**config.mk**
```make
export PLATFORM = sky130hd
export DESIGN_NAME = leja_ram
export DESIGN_NICKNAME = d
export VERILOG_FILES = /design/src/hdl/leja_ram.sv
export SDC_FILE = /design/constraint.sdc
export NUM_CORES = 2
export LEC_CHECK = 0
export BUFFER_PORTS_ARGS = -buffer_cell sky130_fd_sc_hd__clkbuf_2
export CAP_MARGIN = 20
export CORE_MARGIN = 8
export CORE_UTILIZATION = 63
export DETAILED_ROUTE_END_ITERATION = 10
export PLACE_DENSITY = 0.79
export SYNTH_ARGS = -nofsm -noshare
export SYNTH_HDL_FRONTEND = slang
export SYNTH_SLANG_ARGS = --single-unit
```
**constraint.sdc**
```tcl
create_clock -name clk -period 8.5 [get_ports clk]
set_clock_uncertainty 0.1 [all_clocks]
set_input_delay 1.7 -clock clk [delete_from_list [all_inputs] [get_ports clk]]
set_output_delay 1.7 -clock clk [all_outputs]
set_load 0.01 [all_outputs]
```
**src/hdl/leja_ram.sv**
```systemverilog
// leja_ram: generic single-write, single-read memory with registered read data
// depends on nothing
module leja_ram #(
    parameter int WIDTH = 64,
    parameter int DEPTH = 64
) (
    input  logic                                  clk,
    input  logic                                  we,
    input  logic [((DEPTH > 1) ? $clog2(DEPTH) : 1)-1:0] waddr,
    input  logic [WIDTH-1:0]                      wdata,
    input  logic [((DEPTH > 1) ? $clog2(DEPTH) : 1)-1:0] raddr,
    output logic [WIDTH-1:0]                      rdata
);
    logic [WIDTH-1:0] mem [0:DEPTH-1];

    always_ff @(posedge clk)
    begin
        if (we)
        begin
            mem[waddr] <= wdata;
        end
        rdata <= mem[raddr];
    end
endmodule

```
==> reports/qor.csv <==
stage,metric,value,unit
route,vias per cell,7.46,
sta,worst relative slew slack,16.0,%
worst_setup_path,R2R depth,5,
sta,Slew Limit Fails,0,
yosys,asr flop ratio synth,0,%
die,Row Count,183,
route,Avg WL per Cell,42.0,um
sta,"Setup violations, final",0,
clocking,clock-pin slew reported for the worst setup and hold paths after clock tree synthesis,0.06,ns
pwr,Leak,55.0,nW
global_routing,largest net degree at the start of global routing,114,
yosys,Cells after Synth,6598,
die,Die H,514,um
yosys,Post-Synthesis Cell Area,156000,um2
job,max-cap viol count,0,
worst_setup_path,FF-to-FF End,rdata[13]$_DFF_P_,
route,Iter 0 DRT Violations,14200,
placed_design,routability cong.,0.810,
yosys,number of synthesized register bits,4160,
pwr,pwr dens,242,nW/um2
worst_setup_path,Setup crit start,raddr[0],
outcome,status,"complete, no violations",
sta,fin crit period,4.54,ns
yosys,share of the synthesized area in the top cell type,78.7,%
placed_design,dpl hpwl,213000,um
route,# DRC,0,
yosys,"Primary FF master, synth",edfxtp_1,
yosys,multiplexer area fraction after synthesis,15.6,%
pwr,Max VDD drop,0.272,mV
pwr,total power,42.5,mW
clocking,CTS Sinks,4160,
die,Die W,514,um
layout,fin cells,10700,
worst_setup_path,Worst R2R Start,mem[52][13]$_DFFE_PP_,
clocking,post-CTS sizing,0,
clocking,CTS Root Cell,clkbuf_16,
worst_setup_path,worst-path fanout max,81,
die,Initial Util,63.1,%
sta,unrepaired setup endpoints after global routing,false,
global_routing,vias in the first global route,81700,
yosys,Synth Area in Compound Gates,2.48,%
yosys,post-synthesis simple-gate area fraction,1.24,%
layout,NumNets Final,7091,
clocking,total CTS buffers,403,
worst_hold_path,Min-Delay Path Class,reg2reg,
clocking,CTS tree,built,
global_routing,first-pass GRT wire length,617000,um
route,Pre-antenna DRT Iters,8,
sta,setup_tns,0,ns
die,Core ar.,248000,um2
global_routing,initial antenna violation count,28,
die,I/O Pins,142,
sta,Fmax,220,MHz
yosys,YS warnings,0,
sta,hold_ws,0.760,ns
placed_design,dpl cells,9884,
route,Vias,79600,
layout,Layout area overhead,12.4,%
yosys,post-synth top area cell,edfxtp_1,
route,final WL,448000,um
yosys,combinational family with the most area after synthesis,multiplexers,
die,Die Footprint,264000,um2
clocking,cts hold-fix bufs,0,
worst_setup_path,Setup crit end kind,flip-flop,
worst_setup_path,critical path data arrival time,5.20,ns
clocking,CTS H-tree lvls,5,
clocking,Clock Path Buffers,4,
yosys,largest cells by area after synthesis,"edfxtp_1 79%, mux4_2 15%, mux2i_1 0.86%",
route,Detail Route Antenna Nets,0,
worst_setup_path,critical path class,in2reg,
yosys,Mapped Nets,6676,
yosys,Syn Area/Cell,23.7,um2
sta,Fin. Hold Viols,0,
yosys,Post-synth EDFFs,4096,
worst_setup_path,Setup crit end,rdata[13]$_DFF_P_,
yosys,adder-cell share of the synthesized area,0,%
global_routing,GRT Residual Overflow,0,
global_routing,gr usage total,33.3,%
worst_setup_path,startpoint class of the critical path,input pin,
worst_setup_path,reg2reg setup slack,5.84,ns
yosys,XOR/XNOR share of the synthesized area,0,%
clocking,Post-CTS Setup Repair Bufs,0,
sta,Tcrit/Tclk final,53.4,%
worst_setup_path,Worst EP required,9.16,ns
placed_design,count of buffers from port buffering,141,
clocking,clk_lat worst skew,1.03,ns
layout,layout cell share with drive strength beyond 1,28.3,%
yosys,sequential fraction of the synthesis area,79.5,%
yosys,synth unique cells,33,
sta,Least-Margin Pin Slew,1.26,ns
==> cells in the mapped netlist (11+ instances only) <==
cell type and number:
edfxtp_1 4096, a41oi_1 26, inv_1 19, a2bb2oi_1 19, buf_4 34, clkbuf_1 140
mux2i_1 135, buf_1 20, dfxtp_1 64, a22o_1 88, a31oi_1 18, or2_2 28
nand2b_1 11, mux4_2 1024, nand2_1 58, nand3_1 45, o22ai_1 83, a211oi_1 63
and3_1 64, or3_1 29, buf_2 170, a22oi_1 168, nor2_1 112, nor2b_1 28
o221ai_1 38
==> state kept, by name (all words and copies together) (netlist names) <==
| register | flops |
|---|---|
| rdata | 64 |
| mem | 4096 |
==> placed cells by master (no fill, tap or decap), types with 67 or more instances in the layout <==
cell	synthesis	layout
a22oi_1	168	168
mux2i_1	135	135
clkinv_2	0	82
buf_4	34	150
buf_12	0	87
clkbuf_1	140	87
o22ai_1	83	83
a22o_1	88	88
clkbuf_2	0	138
clkbuf_16	0	407
clkinv_1	0	67
edfxtp_1	4096	4096
mux4_2	1024	1024
==> critical path, stage by stage <==
cell	delay, ns
buf_12	0.40
buf_4	0.73
mux4_2	0.60
mux2i_1	0.22
o22ai_1	0.12
a41oi_1	0.92
a211oi_1	0.14
==> logic make-up (layout without fill, tap and decap cells) <==
logic type	count (synthesis)	after routing
AOI/OAI and AO/OA	504	504
buffers and inverters	389	1120
DFF	4160	4160
muxes	1159	1159
other	0	8
and+or+nand+nor	386	386
==> layout make-up <==
cell class | instances | area [um2]
Fill cell | 13100 | 72000
Antenna cell | 8 | 20.0
Sequential cell | 4160 | 124000
Multi-Input combinational cell | 2049 | 30800
Timing Repair Buffer | 380 | 3670
Inverter | 19 | 71.3
Clock inverter | 210 | 2000
Tap cell | 3330 | 4170
Clock buffer | 511 | 10700
==> metrics by stage <==
step           instance area (um2)  setup WS [ns]  utilization, %
6_report                    176000           3.96            70.9
5_1_grt                     176000           3.91            70.9
4_1_cts                     175000           4.07            70.5
3_5_place_dp                162000           3.14            65.3
3_3_place_gp                162000           3.25            65.3
2_1_floorplan               156000           1.26               -
==> report_power, final <==
part           internal [mW]  leakage [nW]  switching (mW)
Combinational          0.745          11.4            1.29
Clock                   9.99          6.26            7.67
Sequential              22.7          37.4           0.123
==> routing by layer <==
layer	GRT usage [%]	wire length (um)	part of all wire (%)
met1	42.3	139000	31
met2	52.7	215000	48
met3	8.21	61000	14
met4	20.2	32600	7.3
met5	0	169	0.038
==> worst min-delay path by stage <==
stage	cells past startpoint	startpoint	end	slack (ns)
after floorplan	4	mem[30][61]$_DFFE_PP_	rdata[61]$_DFF_P_	0.69
after detailed placement	4	mem[23][61]$_DFFE_PP_	rdata[61]$_DFF_P_	0.73
final	4	mem[23][61]$_DFFE_PP_	rdata[61]$_DFF_P_	0.76
after global placement	4	mem[54][42]$_DFFE_PP_	rdata[42]$_DFF_P_	0.72
after global routing	4	mem[31][61]$_DFFE_PP_	rdata[61]$_DFF_P_	0.79
after CTS	4	mem[23][61]$_DFFE_PP_	rdata[61]$_DFF_P_	0.75
No activity file was read; power rests on OpenSTA's default activity.
