`src/hdl/leja_pkg.sv`:
```
// leja_pkg: shared constants, handshake structs and double-precision helpers
// for the Leja point selector; used by leja_fsub, leja_fmul and the top level
// depends on nothing
package leja_pkg;

    localparam logic [63:0] ONE_BITS         = 64'h3FF0000000000000;
    localparam logic [63:0] NORMAL_MIN_BITS  = 64'h0010000000000000;
    localparam logic [63:0] CLOSE_LIMIT_BITS = 64'h3DDB7CDFD9D7BDBB;
    localparam logic [63:0] QNAN_BITS        = 64'h7FF8000000000000;
    localparam logic [63:0] INF_BITS         = 64'h7FF0000000000000;

    localparam logic CMD_LOAD     = 1'b0;
    localparam logic CMD_GENERATE = 1'b1;

    localparam logic REG_SEQ_LENGTH = 1'b0;
    localparam logic REG_GRID_COUNT = 1'b1;

    localparam logic [6:0]  SEQ_LENGTH_RESET = 7'd16;
    localparam logic [14:0] GRID_COUNT_RESET = 15'd10001;

    typedef struct packed {
        logic        start;
        logic [63:0] a;
        logic [63:0] b;
    } fp_req_t;

    typedef struct packed {
        logic        done;
        logic [63:0] value;
    } fp_rsp_t;

    function automatic logic is_nan(input logic [63:0] x);
        return (x[62:52] == 11'h7FF) && (x[51:0] != 52'd0);
    endfunction

    function automatic logic is_inf(input logic [63:0] x);
        return (x[62:52] == 11'h7FF) && (x[51:0] == 52'd0);
    endfunction

    function automatic logic is_zero(input logic [63:0] x);
        return x[62:0] == 63'd0;
    endfunction

    // leading zeros of a byte, 8 when all clear
    function automatic logic [3:0] lz8(input logic [7:0] x);
        logic [3:0] n;
        n = 4'd8;
        for (int j = 0; j < 8; j++) begin
            if (x[j]) begin
                n = 4'(7 - j);
            end
        end
        return n;
    endfunction

    // round to nearest even and pack a positive result, exponent at least 1
    function automatic logic [63:0] round_pack(input logic [52:0] keep, input logic g,
                                               input logic s, input logic signed [12:0] e);
        logic [53:0]        r;
        logic [52:0]        m;
        logic signed [12:0] ef;
        r = {1'b0, keep} + 54'(g & (s | keep[0]));
        if (r[53]) begin
            m  = r[53:1];
            ef = e + 13'sd1;
        end else begin
            m  = r[52:0];
            ef = e;
        end
        if (ef >= 13'sd2047) begin
            return INF_BITS;
        end
        return {1'b0, (m[52] ? ef[10:0] : 11'd0), m[51:0]};
    endfunction

endpackage

```
`src/hdl/leja_fsub.sv`:
```
// leja_fsub: multi-cycle double subtract, returns the magnitude of a - b
// round to nearest even; depends on leja_pkg
module leja_fsub (
    input  logic              clk,
    input  logic              rst_n,
    input  leja_pkg::fp_req_t req,
    output leja_pkg::fp_rsp_t rsp
);
    import leja_pkg::*;

    typedef enum logic [4:0] {
        S_IDLE  = 5'b00001,
        S_ALIGN = 5'b00010,
        S_ADD   = 5'b00100,
        S_NORM  = 5'b01000,
        S_ROUND = 5'b10000
    } state_t;

    state_t      state_reg, state_next;
    logic        done_reg;
    logic [63:0] res_reg;
    logic        special_reg;
    logic [63:0] special_val_reg;
    logic        eff_sub_reg;
    logic [10:0] e_big_reg, e_small_reg;
    logic [52:0] m_big_reg, m_small_reg;
    logic [55:0] b_al_reg;
    logic [55:0] sum_reg;
    logic [11:0] e_reg;

    logic [62:0] a_mag, b_mag, big, small_mag;
    logic        a_big;
    logic        spec;
    logic [63:0] spec_val;
    logic [10:0] d;
    logic [55:0] b_ext, b_al;
    logic [56:0] sum57;
    logic [3:0]  lz, sh;
    logic [11:0] lim;

    always_comb
    begin
        a_mag     = req.a[62:0];
        b_mag     = req.b[62:0];
        a_big     = a_mag >= b_mag;
        big       = a_big ? a_mag : b_mag;
        small_mag = a_big ? b_mag : a_mag;
        spec      = 1'b1;
        spec_val  = 64'd0;
        if (is_nan(req.a) || is_nan(req.b))
        begin
            spec_val = QNAN_BITS;
        end else if (is_inf(req.a) && is_inf(req.b))
        begin
            // same signs cancel into a nan
            spec_val = (req.a[63] == req.b[63]) ? QNAN_BITS : INF_BITS;
        end else if (is_inf(req.a) || is_inf(req.b))
        begin
            spec_val = INF_BITS;
        end else
        begin
            spec = 1'b0;
        end
    end

    // alignment of the smaller operand with sticky, the add or subtract and the normalize shift amount
    always_comb
    begin
        d     = e_big_reg - e_small_reg;
        b_ext = {m_small_reg, 3'b000};
        if (d >= 11'd56)
        begin
            b_al = {55'd0, |m_small_reg};
        end else
        begin
            b_al = (b_ext >> d) | 56'(|(b_ext & ~({56{1'b1}} << d)));
        end
        if (eff_sub_reg)
        begin
            sum57 = {1'b0, m_big_reg, 3'b000} - {1'b0, b_al_reg};
        end else
        begin
            sum57 = {1'b0, m_big_reg, 3'b000} + {1'b0, b_al_reg};
        end
        lz  = lz8(sum_reg[55:48]);
        lim = e_reg - 12'd1;
        sh  = (12'(lz) > lim) ? lim[3:0] : lz;
    end

    always_comb
    begin
        state_next = state_reg;
        case (state_reg)
            S_IDLE:  if (req.start) state_next = spec ? S_ROUND : S_ALIGN;
            S_ALIGN: state_next = S_ADD;
            S_ADD:   state_next = S_NORM;
            S_NORM:  if (sum_reg[55] || e_reg <= 12'd1) state_next = S_ROUND;
            S_ROUND: state_next = S_IDLE;
            default: state_next = S_IDLE;
        endcase
    end

    always_ff @(posedge clk or negedge rst_n)
    begin
        if (!rst_n)
        begin
            state_reg <= S_IDLE;
            done_reg  <= 1'b0;
        end else
        begin
            state_reg <= state_next;
            done_reg  <= (state_reg == S_ROUND);
        end
    end

    always_ff @(posedge clk)
    begin
        case (state_reg)
            S_IDLE:
            begin
                special_reg     <= spec;
                special_val_reg <= spec_val;
                eff_sub_reg     <= (req.a[63] == req.b[63]);
                e_big_reg       <= (big[62:52] == 11'd0) ? 11'd1 : big[62:52];
                m_big_reg       <= {big[62:52] != 11'd0, big[51:0]};
                e_small_reg     <= (small_mag[62:52] == 11'd0) ? 11'd1 : small_mag[62:52];
                m_small_reg     <= {small_mag[62:52] != 11'd0, small_mag[51:0]};
            end
            S_ALIGN: b_al_reg <= b_al;
            S_ADD:
            begin
                if (sum57[56])
                begin
                    sum_reg <= {sum57[56:2], sum57[1] | sum57[0]};
                    e_reg   <= {1'b0, e_big_reg} + 12'd1;
                end else
                begin
                    sum_reg <= sum57[55:0];
                    e_reg   <= {1'b0, e_big_reg};
                end
            end
            S_NORM:
            begin
                if (!(sum_reg[55] || e_reg <= 12'd1))
                begin
                    sum_reg <= sum_reg << sh;
                    e_reg   <= e_reg - 12'(sh);
                end
            end
            S_ROUND:
            begin
                res_reg <= special_reg ? special_val_reg
                         : round_pack(sum_reg[55:3], sum_reg[2], |sum_reg[1:0],
                                      $signed({1'b0, e_reg}));
            end
            default: ;
        endcase
    end

    assign rsp.done  = done_reg;
    assign rsp.value = res_reg;
endmodule

```
`config.mk`:
```
export PLATFORM = sky130hd
export DESIGN_NAME = leja_fsub
export DESIGN_NICKNAME = d
export VERILOG_FILES = /design/src/hdl/leja_pkg.sv /design/src/hdl/leja_fsub.sv
export SDC_FILE = /design/constraint.sdc
export NUM_CORES = 1
export LEC_CHECK = 0
export BUFFER_PORTS_ARGS = -buffer_cell sky130_fd_sc_hd__clkbuf_2
export CAP_MARGIN = 40
export CELL_PAD_IN_SITES_DETAIL_PLACEMENT = 0
export CELL_PAD_IN_SITES_GLOBAL_PLACEMENT = 2
export CORE_ASPECT_RATIO = 0.6
export CORE_MARGIN = 4
export CORE_UTILIZATION = 40
export CTS_BUF_LIST = sky130_fd_sc_hd__clkbuf_4
export CTS_CLUSTER_DIAMETER = 120
export DETAILED_ROUTE_END_ITERATION = 10
export GPL_ROUTABILITY_DRIVEN = 1
export PLACE_DENSITY_LB_ADDON = 0.1
export SLEW_MARGIN = 20
export SYNTH_ARGS = -nofsm -noshare
export SYNTH_HDL_FRONTEND = slang
export SYNTH_SLANG_ARGS = --single-unit
```
`constraint.sdc`:
```
create_clock -name clk -period 17.2 [get_ports clk]
set_clock_uncertainty 0.1 [all_clocks]
set_input_delay 5.16 -clock clk [delete_from_list [all_inputs] [get_ports clk]]
set_output_delay 5.16 -clock clk [all_outputs]
set_load 0.005 [all_outputs]
```
==> impl_metrics.tcl <==
set metrics [dict create \
    maxCapViolCount 0 \
    fin_hold_ws_ns 0.5648 \
    drc 0 \
    place_area_um2 33220 \
    rows 78 \
    num_io_pins 196 \
    synth_fp_nets 3967 \
    vdd_drop_max_v 0.0002636 \
    core_um2 76320 \
    overflow 0 \
    period_share_pct 48.77 \
    cpMostUsedCell "buf_4" \
    finish.net_count 4098 \
    htreeDepth 3 \
    cts_buffer_depth 3 \
    rsz0062_at_grt "false" \
    synthDistinctLibCells 95 \
    hold_class "flop to flop" \
    ys_ff_latch 325 \
    grt_pass1_wl_um 186600 \
    async_reset_ff_share_pct 1.846 \
    finalPower_mw 7.513 \
    antenna_found_initial 8 \
    clk_pin_slew_ns 0.07 \
    leakagePower_nw 13.37 \
    synth_seq_area_share_pct 31.24 \
    synthFlopType "edfxtp_1" \
    largest_reg_flops 63 \
    post-place-cells 4710 \
    first_pass_iters 7 \
    cp.required_ns 17.84 \
    synth_area_um2 31150 \
    cpLargestDelayFamily "buffers and inverters" \
    cpMaxStageDelayCell "buf_4" \
    synth_edf_count 319 \
    ant_nets 0 \
    grt_pass1_vias 27880 \
    p_per_area_nw_per_um2 217.7 \
    tns_ns 0 \
    routed_wirelength_um 126700 \
    num_vias 29940 \
    insertion_delay_ns 1.02 \
    place_congestion 0.9776 \
    die_area_um2 82550 \
    clock_sinks 325 \
    hold_viol 0 \
    final_cells 4888 \
    setup_viol 0 \
    path_buf_inv 6 \
    area_growth_pct 10.76 \
    die_w_um 368.3 \
    clock_tree.root_cell "clkbuf_4" \
    stdcell_area_um2 34500 \
    max_freq_ghz 0.1192 \
    cts_setup_buffers 0 \
    ctsResizeCount 0 \
    layout-drive-gt1-share_pct 16.75 \
    syn_inst 3639 \
    hold_buffers 0 \
    startpoint_type "input pin" \
    relSlewSlack_pct 30.02 \
    grt_max_degree 68 \
    grt_util_all_layers_pct 29.84 \
    hpwlAfterDp_um 99540 \
    die_h_um 224.2 \
    start_util_pct 40.82 \
    worstMarginPinSlew_ns 1.036 \
    run_status "complete, no violations" \
    cts-buffers-inserted 91 \
    drt-initial-drc-count 3876 \
    fin_crit_ns 8.388 \
    syn_avg_cell_area_um2 8.560 \
    wl_per_cell_um 25.93 \
    synth_warnings 0 \
    cts_tree "yes" \
    critPathKind "input pin to flop" \
    slew_viol_final 0 \
    crit_fanout 61 \
    cp_cell_sequence "clkbuf_2 > inv_1 > ha_1 > nand4_1 > nor4_1 > nand2_1 > o311ai_0 > buf_4 > a21oi_1 > o21ai_4 > buf_4 > buf_4 > buf_16 > mux2_2" \
    slowest_delay_ns 0.57 \
    viasPerCell 6.126 \
    worstPathArrival_ns 9.03 \
    cp-end-kind "flop" \
    io_buffers 194 \
]
[cell families (layout without fill, tap and decap cells)]
group                    count (synthesis)  after routing  share of synthesized area, %
AO/OA/AOI/OAI                          861            861                         17.46
XOR/XNOR                               133            133                         3.764
adder cells (fa/ha/maj)                197            197                         7.985
buffers and inverters                  429            629                         5.358
flip-flops                             325            325                         31.24
multiplexers                           394            394                         14.40
other                                    1             10                       0.01204
AND/OR/NAND/NOR                       1299           1299                         19.79
[power by group]
part	leakage [nW]	switching [mW]	internal, mW
registers	3.02	0.316	1.21
clock network	0.695	0.401	0.368
logic	9.65	3.50	1.72
[worst register-to-register path, cell delays in order (launching register included)]
cell	delay, ns
edfxtp_1	0.57
nor2_1	0.25
nor3_1	0.06
o31ai_1	0.57
inv_1	0.11
ha_1	0.34
nor2b_1	0.14
o211ai_1	0.18
a2111o_1	0.51
nand2_1	0.18
o21ai_4	0.09
buf_4	0.66
inv_2	0.59
ha_1	0.50
a21o_1	0.20
a211oi_1	0.57
nand3_1	0.18
xnor2_1	0.16
a211o_1	0.29
[synthesized netlist by cell type, drive strengths merged (97+ instances only)]
master / n / area [µm²]
clkbuf: 167 / 626.9
a21oi: 286 / 1431
edfxtp: 319 / 9579
ha: 194 / 2427
nor2: 384 / 1444
mux2: 151 / 1704
o21ai: 184 / 924.6
nor3: 97 / 485.5
inv: 205 / 769.5
mux2i: 215 / 2152
nand3: 117 / 585.6
nand2: 351 / 1318
[final timing paths]
kind,depth (start not counted),slack (ns),to,startpoint
worst max-delay path,14,8.81,m_big_reg[4],req[30]
max in group asynchronous,1,12.89,state_reg[0],rst_n
min in group asynchronous,1,3.89,done_reg,rst_n
worst max register to register,18,10.72,e_reg[9],sum_reg[48]
worst min register to register,2,0.56,state_reg[3],state_reg[2]
worst min-delay path,2,0.56,state_reg[3],state_reg[2]
[metal layers]
metal | track usage (%) | vias up | wire [µm]
met4 | 4.782 | 6 | 1849
li1 | - | 13790 | -
met3 | 10.21 | 118 | 14060
met1 | 48.52 | 14650 | 64830
met5 | 0 | - | 41
met2 | 37.08 | 1380 | 45960
[cell usage in the layout (no fill, tap or decap), types with 96 or more instances in the layout]
cell        n
a21oi_1   285
edfxtp_1  319
mux2_2    150
inv_1     202
clkbuf_2  196
nand2_1   351
nor3_1     96
o21ai_0   178
ha_1      193
clkbuf_4  131
nor2_1    383
mux2i_1   213
nand3_1   117
[per-stage QoR]
step,setup slack [ns],util [%]
after detailed placement,7.838,43.53
final,8.812,45.21
after floorplan,1.409,-
after CTS,8.949,45.06
after global placement,7.759,43.32
after global routing,8.609,45.20
[area by class of cell]
class	instances	area, µm²
diodes	9	22.52
fillers	7655	41820
clock buffers	131	983.4
inverters	207	777.0
repair buffers	260	1583
flip-flops and latches	325	9731
clock inverters	31	180.2
well taps	1040	1301
multi-input cells	2885	19920
(Power assumes the default switching activity.)
